[config.mk]
export PLATFORM = sky130hd
export DESIGN_NAME = ical_duration_parser_top
export DESIGN_NICKNAME = d
export VERILOG_FILES = /design/src/sv/icd_pkg.sv /design/src/sv/icd_front.sv /design/src/sv/icd_back.sv /design/src/sv/icd_resq.sv /design/src/sv/ical_duration_parser_top.sv
export SDC_FILE = /design/constraint.sdc
export NUM_CORES = 2
export LEC_CHECK = 0
export ABC_AREA = 1
export BUFFER_PORTS_ARGS = -buffer_cell sky130_fd_sc_hd__buf_4
export CORE_ASPECT_RATIO = 0.75
export CORE_MARGIN = 4
export CORE_UTILIZATION = 70
export CTS_CLUSTER_SIZE = 24
export DETAILED_ROUTE_END_ITERATION = 8
export GPL_TIMING_DRIVEN = 0
export PLACE_DENSITY = 0.87
export SLEW_MARGIN = 20
export SYNTH_ARGS = -nofsm -noshare
export SYNTH_HDL_FRONTEND = slang
export SYNTH_HIERARCHICAL = 1
export SYNTH_SLANG_ARGS = --single-unit
[constraint.sdc]
create_clock -name clk -period 21 [get_ports clk]
set_clock_uncertainty 0.15 [all_clocks]
set_input_delay 1.05 -clock clk [delete_from_list [all_inputs] [get_ports clk]]
set_output_delay 1.05 -clock clk [all_outputs]
set_load 0.005 [all_outputs]
[src/sv/icd_pkg.sv]
// icd_pkg: types, constants and helpers shared by the duration parser modules.
// No dependencies; every other file in sv/ refers to it by scoped names.
package icd_pkg;

  localparam int MAG_BITS  = 40;
  localparam int SEC_BITS  = MAG_BITS + 1;
  localparam int UNIT_BITS = 20;
  localparam int LO_BITS   = (MAG_BITS + 1) / 2;
  localparam int HI_BITS   = MAG_BITS - LO_BITS;
  localparam int FULL_BITS = MAG_BITS + UNIT_BITS + 1;
  localparam int DIG_BITS  = MAG_BITS + 4;

  localparam logic [MAG_BITS-1:0] MAG_MAX = '1;

  localparam int CLS_DEPTH = 4;
  localparam int CLS_PTR_BITS = $clog2(CLS_DEPTH);
  localparam int CLS_CNT_BITS = $clog2(CLS_DEPTH + 1);
  localparam int RES_DEPTH = 4;
  localparam int RES_PTR_BITS = $clog2(RES_DEPTH);
  localparam int RES_CNT_BITS = $clog2(RES_DEPTH + 1);

  typedef struct packed {
    logic [7:0] text_byte;
    logic       last_byte;
  } in_word_t;

  typedef struct packed {
    logic signed [SEC_BITS-1:0] seconds;
    logic                       status;
  } out_word_t;

  typedef enum logic [3:0] {
    CLS_PLUS,
    CLS_MINUS,
    CLS_P,
    CLS_T,
    CLS_DIGIT,
    CLS_W,
    CLS_D,
    CLS_H,
    CLS_M,
    CLS_S,
    CLS_OTHER
  } char_cls_t;

  typedef struct packed {
    char_cls_t  cls;
    logic [3:0] digit;
    logic       last;
  } cls_word_t;

  typedef enum logic [2:0] {
    UNIT_NONE,
    UNIT_WEEK,
    UNIT_DAY,
    UNIT_HOUR,
    UNIT_MIN,
    UNIT_SEC
  } unit_t;

  typedef struct packed {
    unit_t               unit;
    logic [MAG_BITS-1:0] count;
    logic                last;
    logic                bad;
    logic                neg;
  } op_t;

  function automatic logic [UNIT_BITS-1:0] unit_secs(input unit_t u);
    logic [UNIT_BITS-1:0] v;
    v = '0;
    unique case (u)
      UNIT_WEEK: v = UNIT_BITS'(604800);
      UNIT_DAY:  v = UNIT_BITS'(86400);
      UNIT_HOUR: v = UNIT_BITS'(3600);
      UNIT_MIN:  v = UNIT_BITS'(60);
      UNIT_SEC:  v = UNIT_BITS'(1);
      default:   v = '0;
    endcase
    return v;
  endfunction

endpackage

[src/sv/icd_front.sv]
// icd_front: classifies each text byte and holds the classified words in a short queue.
// Depends on icd_pkg.
module icd_front (
  input  logic                 clk,
  input  logic                 rst,
  input  logic                 push,
  output logic                 full,
  input  icd_pkg::in_word_t    item,
  output logic                 cls_valid,
  input  logic                 cls_ready,
  output icd_pkg::cls_word_t   cls_word
);

  icd_pkg::cls_word_t                  mem [icd_pkg::CLS_DEPTH];
  logic [icd_pkg::CLS_PTR_BITS-1:0]    wr_ptr;
  logic [icd_pkg::CLS_PTR_BITS-1:0]    rd_ptr;
  logic [icd_pkg::CLS_CNT_BITS-1:0]    count;
  logic                                wr_en;
  logic                                rd_en;
  logic [7:0]                          ch;
  logic [7:0]                          up;
  icd_pkg::cls_word_t                  cls_in;

  always_comb begin
    ch = item.text_byte;
    up = (ch >= 8'h61 && ch <= 8'h7a) ? ch - 8'd32 : ch;
    cls_in.last  = item.last_byte;
    cls_in.digit = ch[3:0];
    if (ch >= 8'h30 && ch <= 8'h39) begin
      cls_in.cls = icd_pkg::CLS_DIGIT;
    end else if (ch == 8'h2b) begin
      cls_in.cls = icd_pkg::CLS_PLUS;
    end else if (ch == 8'h2d) begin
      cls_in.cls = icd_pkg::CLS_MINUS;
    end else begin
      case (up)
        8'h50:   cls_in.cls = icd_pkg::CLS_P;
        8'h54:   cls_in.cls = icd_pkg::CLS_T;
        8'h57:   cls_in.cls = icd_pkg::CLS_W;
        8'h44:   cls_in.cls = icd_pkg::CLS_D;
        8'h48:   cls_in.cls = icd_pkg::CLS_H;
        8'h4d:   cls_in.cls = icd_pkg::CLS_M;
        8'h53:   cls_in.cls = icd_pkg::CLS_S;
        default: cls_in.cls = icd_pkg::CLS_OTHER;
      endcase
    end
  end

  assign full      = (count == icd_pkg::CLS_CNT_BITS'(icd_pkg::CLS_DEPTH));
  assign cls_valid = (count != '0);
  assign cls_word  = mem[rd_ptr];
  assign wr_en     = push && !full;
  assign rd_en     = cls_valid && cls_ready;

  always_ff @(posedge clk) begin
    if (wr_en) begin
      mem[wr_ptr] <= cls_in;
    end
  end

  always_ff @(posedge clk) begin
    if (rst) begin
      wr_ptr <= '0;
      rd_ptr <= '0;
      count  <= '0;
    end else begin
      if (wr_en) begin
        wr_ptr <= wr_ptr + 1'b1;
      end
      if (rd_en) begin
        rd_ptr <= rd_ptr + 1'b1;
      end
      if (wr_en && !rd_en) begin
        count <= count + 1'b1;
      end else if (rd_en && !wr_en) begin
        count <= count - 1'b1;
      end
    end
  end

endmodule

[src/sv/icd_back.sv]
// icd_back: parse state, unit multiply and saturating running total per classified word.
// Depends on icd_pkg.
module icd_back (
  input  logic                 clk,
  input  logic                 rst,
  input  logic                 cls_valid,
  output logic                 cls_ready,
  input  icd_pkg::cls_word_t   cls_word,
  input  logic                 res_full,
  output logic                 res_push,
  output icd_pkg::out_word_t   res_word
);

  typedef enum logic [2:0] {
    PH_START  = 3'b001,
    PH_NEED_P = 3'b010,
    PH_BODY   = 3'b100
  } phase_t;

  logic                             adv;
  logic                             take;

  phase_t                           phase, phase_next;
  logic                             negative, negative_next;
  logic                             after_t, after_t_next;
  logic                             pending, pending_next;
  logic                             malformed, malformed_next;
  logic [icd_pkg::MAG_BITS-1:0]     accum, accum_next;
  logic [icd_pkg::DIG_BITS-1:0]     times10;
  icd_pkg::op_t                     op_next;

  logic                             a_valid;
  icd_pkg::op_t                     a_op;

  logic                             b1_valid;
  logic                             b1_last, b1_bad, b1_neg;
  logic [icd_pkg::LO_BITS+icd_pkg::UNIT_BITS-1:0] p_lo;
  logic [icd_pkg::HI_BITS+icd_pkg::UNIT_BITS-1:0] p_hi;
  logic [icd_pkg::UNIT_BITS-1:0]    unit_val;

  logic                             b2_valid;
  logic                             b2_last, b2_bad, b2_neg;
  logic [icd_pkg::MAG_BITS-1:0]     prod;
  logic [icd_pkg::FULL_BITS-1:0]    full_prod;

  logic [icd_pkg::MAG_BITS-1:0]     total;
  logic [icd_pkg::MAG_BITS:0]       sum;
  logic [icd_pkg::MAG_BITS-1:0]     sum_sat;
  logic [icd_pkg::SEC_BITS-1:0]     mag_ext;

  assign adv       = !res_full;
  assign cls_ready = adv;
  assign take      = adv && cls_valid;

  // parse one classified word
  always_comb begin
    phase_next     = phase;
    negative_next  = negative;
    after_t_next   = after_t;
    pending_next   = pending;
    malformed_next = malformed;
    accum_next     = accum;
    op_next.unit   = icd_pkg::UNIT_NONE;
    op_next.count  = accum;
    op_next.last   = cls_word.last;
    op_next.bad    = 1'b0;
    op_next.neg    = 1'b0;
    times10 = (icd_pkg::DIG_BITS'(accum) << 3) + (icd_pkg::DIG_BITS'(accum) << 1)
              + icd_pkg::DIG_BITS'(cls_word.digit);
    if (!malformed) begin
      unique case (phase)
        PH_START: begin
          case (cls_word.cls)
            icd_pkg::CLS_PLUS:  phase_next = PH_NEED_P;
            icd_pkg::CLS_MINUS: begin
              phase_next    = PH_NEED_P;
              negative_next = 1'b1;
            end
            icd_pkg::CLS_P:     phase_next = PH_BODY;
            default:            malformed_next = 1'b1;
          endcase
        end
        PH_NEED_P: begin
          if (cls_word.cls == icd_pkg::CLS_P) begin
            phase_next = PH_BODY;
          end else begin
            malformed_next = 1'b1;
          end
        end
        PH_BODY: begin
          if (cls_word.cls == icd_pkg::CLS_DIGIT) begin
            accum_next = (times10 > icd_pkg::DIG_BITS'(icd_pkg::MAG_MAX)) ?
                         icd_pkg::MAG_MAX : times10[icd_pkg::MAG_BITS-1:0];
            pending_next = 1'b1;
          end else if (cls_word.cls == icd_pkg::CLS_T && !pending) begin
            after_t_next = 1'b1;
          end else if (!pending) begin
            malformed_next = 1'b1;
          end else begin
            case (cls_word.cls)
              icd_pkg::CLS_W: op_next.unit = icd_pkg::UNIT_WEEK;
              icd_pkg::CLS_D: op_next.unit = icd_pkg::UNIT_DAY;
              icd_pkg::CLS_H: op_next.unit = icd_pkg::UNIT_HOUR;
              icd_pkg::CLS_M: op_next.unit = after_t ? icd_pkg::UNIT_MIN : icd_pkg::UNIT_NONE;
              icd_pkg::CLS_S: op_next.unit = icd_pkg::UNIT_SEC;
              default:        malformed_next = 1'b1;
            endcase
            if (cls_word.cls inside {icd_pkg::CLS_W, icd_pkg::CLS_D, icd_pkg::CLS_H,
                                     icd_pkg::CLS_M, icd_pkg::CLS_S}) begin
              accum_next   = '0;
              pending_next = 1'b0;
            end
          end
        end
        default: malformed_next = 1'b1;
      endcase
    end
    op_next.bad = malformed_next || pending_next || (phase_next != PH_BODY);
    op_next.neg = negative_next;
  end

  always_ff @(posedge clk) begin
    if (rst) begin
      phase     <= PH_START;
      negative  <= 1'b0;
      after_t   <= 1'b0;
      pending   <= 1'b0;
      malformed <= 1'b0;
      accum     <= '0;
    end else if (take) begin
      if (cls_word.last) begin
        phase     <= PH_START;
        negative  <= 1'b0;
        after_t   <= 1'b0;
        pending   <= 1'b0;
        malformed <= 1'b0;
        accum     <= '0;
      end else begin
        phase     <= phase_next;
        negative  <= negative_next;
        after_t   <= after_t_next;
        pending   <= pending_next;
        malformed <= malformed_next;
        accum     <= accum_next;
      end
    end
  end

  always_ff @(posedge clk) begin
    if (take) begin
      a_op <= op_next;
    end
  end

  // split multiply by the unit in seconds
  assign unit_val = icd_pkg::unit_secs(a_op.unit);

  always_ff @(posedge clk) begin
    if (adv) begin
      p_lo <= (icd_pkg::LO_BITS+icd_pkg::UNIT_BITS)'(a_op.count[icd_pkg::LO_BITS-1:0])
              * (icd_pkg::LO_BITS+icd_pkg::UNIT_BITS)'(unit_val);
      p_hi <= (icd_pkg::HI_BITS+icd_pkg::UNIT_BITS)'(
                a_op.count[icd_pkg::MAG_BITS-1:icd_pkg::LO_BITS])
              * (icd_pkg::HI_BITS+icd_pkg::UNIT_BITS)'(unit_val);
      b1_last <= a_op.last;
      b1_bad  <= a_op.bad;
      b1_neg  <= a_op.neg;
    end
  end

  // combine partial products and saturate
  assign full_prod = (icd_pkg::FULL_BITS'(p_hi) << icd_pkg::LO_BITS)
                     + icd_pkg::FULL_BITS'(p_lo);

  always_ff @(posedge clk) begin
    if (adv) begin
      prod <= (full_prod > icd_pkg::FULL_BITS'(icd_pkg::MAG_MAX)) ?
              icd_pkg::MAG_MAX : full_prod[icd_pkg::MAG_BITS-1:0];
      b2_last <= b1_last;
      b2_bad  <= b1_bad;
      b2_neg  <= b1_neg;
    end
  end

  // accumulate, and finish the text on its last word
  assign sum     = {1'b0, total} + {1'b0, prod};
  assign sum_sat = sum[icd_pkg::MAG_BITS] ? icd_pkg::MAG_MAX : sum[icd_pkg::MAG_BITS-1:0];
  assign mag_ext = {1'b0, sum_sat};

  always_comb begin
    res_push        = adv && b2_valid && b2_last;
    res_word.status = b2_bad;
    if (b2_bad) begin
      res_word.seconds = '0;
    end else if (b2_neg) begin
      res_word.seconds = -mag_ext;
    end else begin
      res_word.seconds = mag_ext;
    end
  end

  always_ff @(posedge clk) begin
    if (rst) begin
      a_valid  <= 1'b0;
      b1_valid <= 1'b0;
      b2_valid <= 1'b0;
      total    <= '0;
    end else if (adv) begin
      a_valid  <= take;
      b1_valid <= a_valid;
      b2_valid <= b1_valid;
      if (b2_valid) begin
        total <= b2_last ? '0 : sum_sat;
      end
    end
  end

endmodule

[src/sv/icd_resq.sv]
// icd_resq: result queue between the parse pipeline and the result channel.
// Depends on icd_pkg.
module icd_resq (
  input  logic                 clk,
  input  logic                 rst,
  input  logic                 res_push,
  input  icd_pkg::out_word_t   res_word,
  output logic                 res_full,
  output logic                 empty,
  input  logic                 pop,
  output icd_pkg::out_word_t   result
);

  icd_pkg::out_word_t                  mem [icd_pkg::RES_DEPTH];
  logic [icd_pkg::RES_PTR_BITS-1:0]    wr_ptr;
  logic [icd_pkg::RES_PTR_BITS-1:0]    rd_ptr;
  logic [icd_pkg::RES_CNT_BITS-1:0]    count;
  logic                                wr_en;
  logic                                rd_en;

  assign res_full = (count == icd_pkg::RES_CNT_BITS'(icd_pkg::RES_DEPTH));
  assign empty    = (count == '0);
  assign result   = mem[rd_ptr];
  assign wr_en    = res_push && !res_full;
  assign rd_en    = pop && !empty;

  always_ff @(posedge clk) begin
    if (wr_en) begin
      mem[wr_ptr] <= res_word;
    end
  end

  always_ff @(posedge clk) begin
    if (rst) begin
      wr_ptr <= '0;
      rd_ptr <= '0;
      count  <= '0;
    end else begin
      if (wr_en) begin
        wr_ptr <= wr_ptr + 1'b1;
      end
      if (rd_en) begin
        rd_ptr <= rd_ptr + 1'b1;
      end
      if (wr_en && !rd_en) begin
        count <= count + 1'b1;
      end else if (rd_en && !wr_en) begin
        count <= count - 1'b1;
      end
    end
  end

endmodule

[src/sv/ical_duration_parser_top.sv]
// ical_duration_parser_top: duration text parser, top level.
// Depends on icd_pkg, icd_front, icd_back and icd_resq.
//
// Input channel: one text byte and its last flag per word, taken when push is
// high and full is low. Letters may be either case; optional sign, then P, then
// <digits><unit> groups with an optional T. Result channel: one word per text,
// on its last byte: signed seconds (zero when malformed) and status (1 =
// malformed). The oldest result is shown while empty is low and leaves on pop.
// Throughput: one byte per cycle while the result queue has room. After its last
// byte is taken, a result passes the classify queue, parse stage, two multiply
// stages and result queue before it is visible. The 40 by 20 unit multiply is
// split into two 20 by 20 halves that the next stage combines.
// Reset (rst, synchronous) empties both queues and returns the parse state to
// "expect sign or P". When the receiver stops popping, the result queue fills,
// the parse pipeline holds, the classify queue fills and full rises; no word
// is dropped.
module ical_duration_parser_top (
  input  logic                 clk,
  input  logic                 rst,
  input  logic                 push,
  output logic                 full,
  input  icd_pkg::in_word_t    item,
  output logic                 empty,
  input  logic                 pop,
  output icd_pkg::out_word_t   result
);

  logic                 cls_valid;
  logic                 cls_ready;
  icd_pkg::cls_word_t   cls_word;
  logic                 res_full;
  logic                 res_push;
  icd_pkg::out_word_t   res_word;

  icd_front u_front (
    .clk       (clk),
    .rst       (rst),
    .push      (push),
    .full      (full),
    .item      (item),
    .cls_valid (cls_valid),
    .cls_ready (cls_ready),
    .cls_word  (cls_word)
  );

  icd_back u_back (
    .clk       (clk),
    .rst       (rst),
    .cls_valid (cls_valid),
    .cls_ready (cls_ready),
    .cls_word  (cls_word),
    .res_full  (res_full),
    .res_push  (res_push),
    .res_word  (res_word)
  );

  icd_resq u_resq (
    .clk      (clk),
    .rst      (rst),
    .res_push (res_push),
    .res_word (res_word),
    .res_full (res_full),
    .empty    (empty),
    .pop      (pop),
    .result   (result)
  );

endmodule
==> metrics.csv <==
stage;metric;value;unit
global_routing;first-pass GRT wire length;223;mm
clocking;# Post-CTS Setup Buffers;0;
floorplanning;area of the core;68900;um2
clocking;CTS Buffer Depth;3;
sta;Max Slew Vio Count;0;
worst_setup_path;WP data arrival;9.17;ns
worst_setup_path;Critical Path Start Type;register;
global_routing;largest net degree at the start of global routing;89;
cells_and_area;antenna cells;0;
yosys;synth warn;6;
drt;1st-iter DRT viols;5167;
global_routing;vias in the first global route;40193;
worst_setup_path;Worst path slowest cell;clkbuf_1;
cells_and_area;Layout area overhead;6.79;%
sta;top achievable clock speed;111;MHz
sta;Final Hold Fails;0;
cells_and_area;most frequent cells in the layout;inv_1 (1197), nand2_1 (998), nor2_1 (744);
min_path;worst hold path class;register to register;
drt;Final ANT Viol Nets;0;
floorplanning;DIE AREA;74400;um2
flow_run;max cap viols;0;
worst_setup_path;Critical Path RT;21.13;ns
cells_and_area;most common cell after layout, fill and taps aside;inv_1;
drt;via count;40907;
floorplanning;Initial Util;71.2;%
placement;Post-DP HPWL;117;mm
yosys;Synth Instances;5864;
yosys;Mean Syn Cell Area;8.36;um2
yosys;Seq cells post-synth;484;
worst_setup_path;Max Fanout on Critical Path;10;
yosys;syn nets;6890;
floorplanning;Die W;314;um
worst_setup_path;slowest stage delay, CP;0.95;ns
floorplanning;FP Rows;83;
sta;max-slew headroom at the worst pin;15.9;%
drt;drt via density;5.89;
yosys;number of flops mapped to enable cells by yosys;376;
cells_and_area;fin area;52300;um2
sta;Setup Viol. Count Final;0;
global_routing;antenna violations before repair;3;
clocking;CTS Hold Buffers Added;0;
yosys;Top FF cell, synth;edfxtp_1;
global_routing;global route overflow;0;
worst_setup_path;Worst path most repeated cell;inv_1;
clocking;# clock sinks;484;
clocking;H-tree levels;2;
yosys;count of cell types in the netlist;60;
sta;unrepaired setup endpoints after global routing;false;
placement;RD Place Congestion;1.05;
yosys;post-synthesis sequential area ratio;27.4;%
clocking;CTS tree;built;
drt;Wirelength per Cell;20.6;um
yosys;FFs w/ async S/R, synth;0;%
clocking;PostCTS Resize Cnt;0;
drt;drt pass-1 iters;8;
global_routing;GRT Total Usage;38.6;%
placement;I/O Buffers;56;
sta;min Tclk post-route;9.03;ns
clocking;Skew-Pair Late Insertion Delay;0.61;ns
sta;fin crit share;43.0;%
clocking;clock-pin slew on the worst setup and hold paths;0.06;ns
worst_setup_path;CP endpoint kind;register;
sta;Fin Setup TNS;0;ns
cells_and_area;share of cells above drive strength 1;4.72;%
floorplanning;Die Y;237;um
worst_setup_path;CP Class;register to register;
placement;placed instance area;50800;um2
drt;overall routed net length;143;mm
clocking;clock root buffer;clkbuf_16;
status;status;complete, no violations;
clocking;CTS buffer count;48;
cells_and_area;Final #Nets;7003;
floorplanning;IO Count;57;
drt;drt drc;0;
yosys;mapped cell area;49000;um2
sta;slew of the pin with the lowest slew margin;1.26;ns
[through the flow]
stage               hold slack, ns  std cells  util (%)  setup slack, ns
CTS                          0.277       6950      76.0            12.26
floorplan                    0.250       5864         -            13.75
global route                 0.282       6950      76.0            11.64
finish                       0.277       6950      76.0            11.97
detailed placement           0.266       6862      73.8            12.32
global placement             0.251       6855      73.5            11.18
[Yosys cell counts (all sizes together) (6+ instances only)]
| library cell | count | area share (%) |
|---|---|---|
| a211oi | 9 | 0.14 |
| a21boi | 8 | 0.12 |
| a21o | 18 | 0.28 |
| a21oi | 328 | 3.4 |
| a31oi | 19 | 0.24 |
| buf | 44 | 0.57 |
| clkbuf | 74 | 0.57 |
| dfxtp | 108 | 4.4 |
| edfxtp | 376 | 23 |
| fa | 454 | 19 |
| ha | 559 | 14 |
| inv | 1220 | 9.3 |
| nand2 | 1020 | 7.9 |
| nand3 | 185 | 2.0 |
| nand3b | 13 | 0.20 |
| nand4 | 78 | 1.0 |
| nor2 | 777 | 6.3 |
| nor3 | 48 | 0.50 |
| nor3b | 8 | 0.14 |
| nor4 | 10 | 0.13 |
| o211ai | 16 | 0.25 |
| o21a | 17 | 0.26 |
| o21ai | 229 | 2.3 |
| o21bai | 9 | 0.14 |
| o22ai | 52 | 0.66 |
| or2 | 6 | 0.077 |
| xnor2 | 63 | 1.1 |
| xor2 | 93 | 1.7 |
[area by class of cell]
type / instances / area (um2)
Inverter: 1224 / 4600
Fill cell: 5022 / 16500
Tap cell: 935 / 1170
Clock buffer: 54 / 1220
Buffer: 118 / 557
Timing Repair Buffer: 63 / 563
Multi-Input combinational cell: 4038 / 30400
Sequential cell: 484 / 13500
Clock inverter: 34 / 329
[routing by layer]
layer | track usage (%) | up-vias | routed length, um
li1 | - | 18868 | -
met2 | 56.9 | 2385 | 59800
met3 | 11.3 | 307 | 19000
met1 | 56.4 | 19345 | 59800
met5 | 0 | - | 18
met4 | 10.3 | 2 | 4350
[worst max-delay path: cells and delay by family, from the launching register on]
kind	cells	cell delay (ns)
XOR/XNOR	1	0.61
AND/OR/NAND/NOR	9	0.94
flip-flops	1	0.57
buffers and inverters	9	1.50
adder cells (fa/ha/maj)	9	4.13
AO/OA/AOI/OAI	4	0.84
[flip-flops by register name (all words and copies together) (netlist names), 2 cells and up, named ones only]
register,count
u_front/rd_ptr,2
u_back/p_lo,40
u_front/count,3
u_back/total,40
u_resq/rd_ptr,2
u_back/prod,40
u_back/phase,3
u_resq/wr_ptr,2
u_front/mem,36
u_front/wr_ptr,2
u_resq/count,3
u_back/p_hi,40
u_back/accum,40
u_back/a_op,46
u_resq/mem,168
[final timing paths]
kind | slack (ns) | start | cells after the start | to
max | 11.97 | u_back/a_op[44] | 32 | u_back/p_lo[39]
min reg2reg | 0.28 | u_back/a_op[0] | 0 | u_back/b1_neg
max reg2reg | 11.97 | u_back/a_op[44] | 32 | u_back/p_lo[39]
min | 0.28 | u_back/a_op[0] | 0 | u_back/b1_neg
[logic make-up (layout without fill, tap and decap cells)]
group                    count (synthesis)  in the layout  synth area share (%)
adder cells (fa/ha/maj)               1013           1013                  32.8
buffers and inverters                 1342           1493                  10.5
flip-flops                             484            484                  27.4
XOR/XNOR                               156            156                  2.79
AO/OA/AOI/OAI                          717            717                  8.06
AND/OR/NAND/NOR                       2152           2152                  18.4
Power is not shown: default switching activity piles up to over one toggle a cycle in this logic, so the estimate is an artifact.
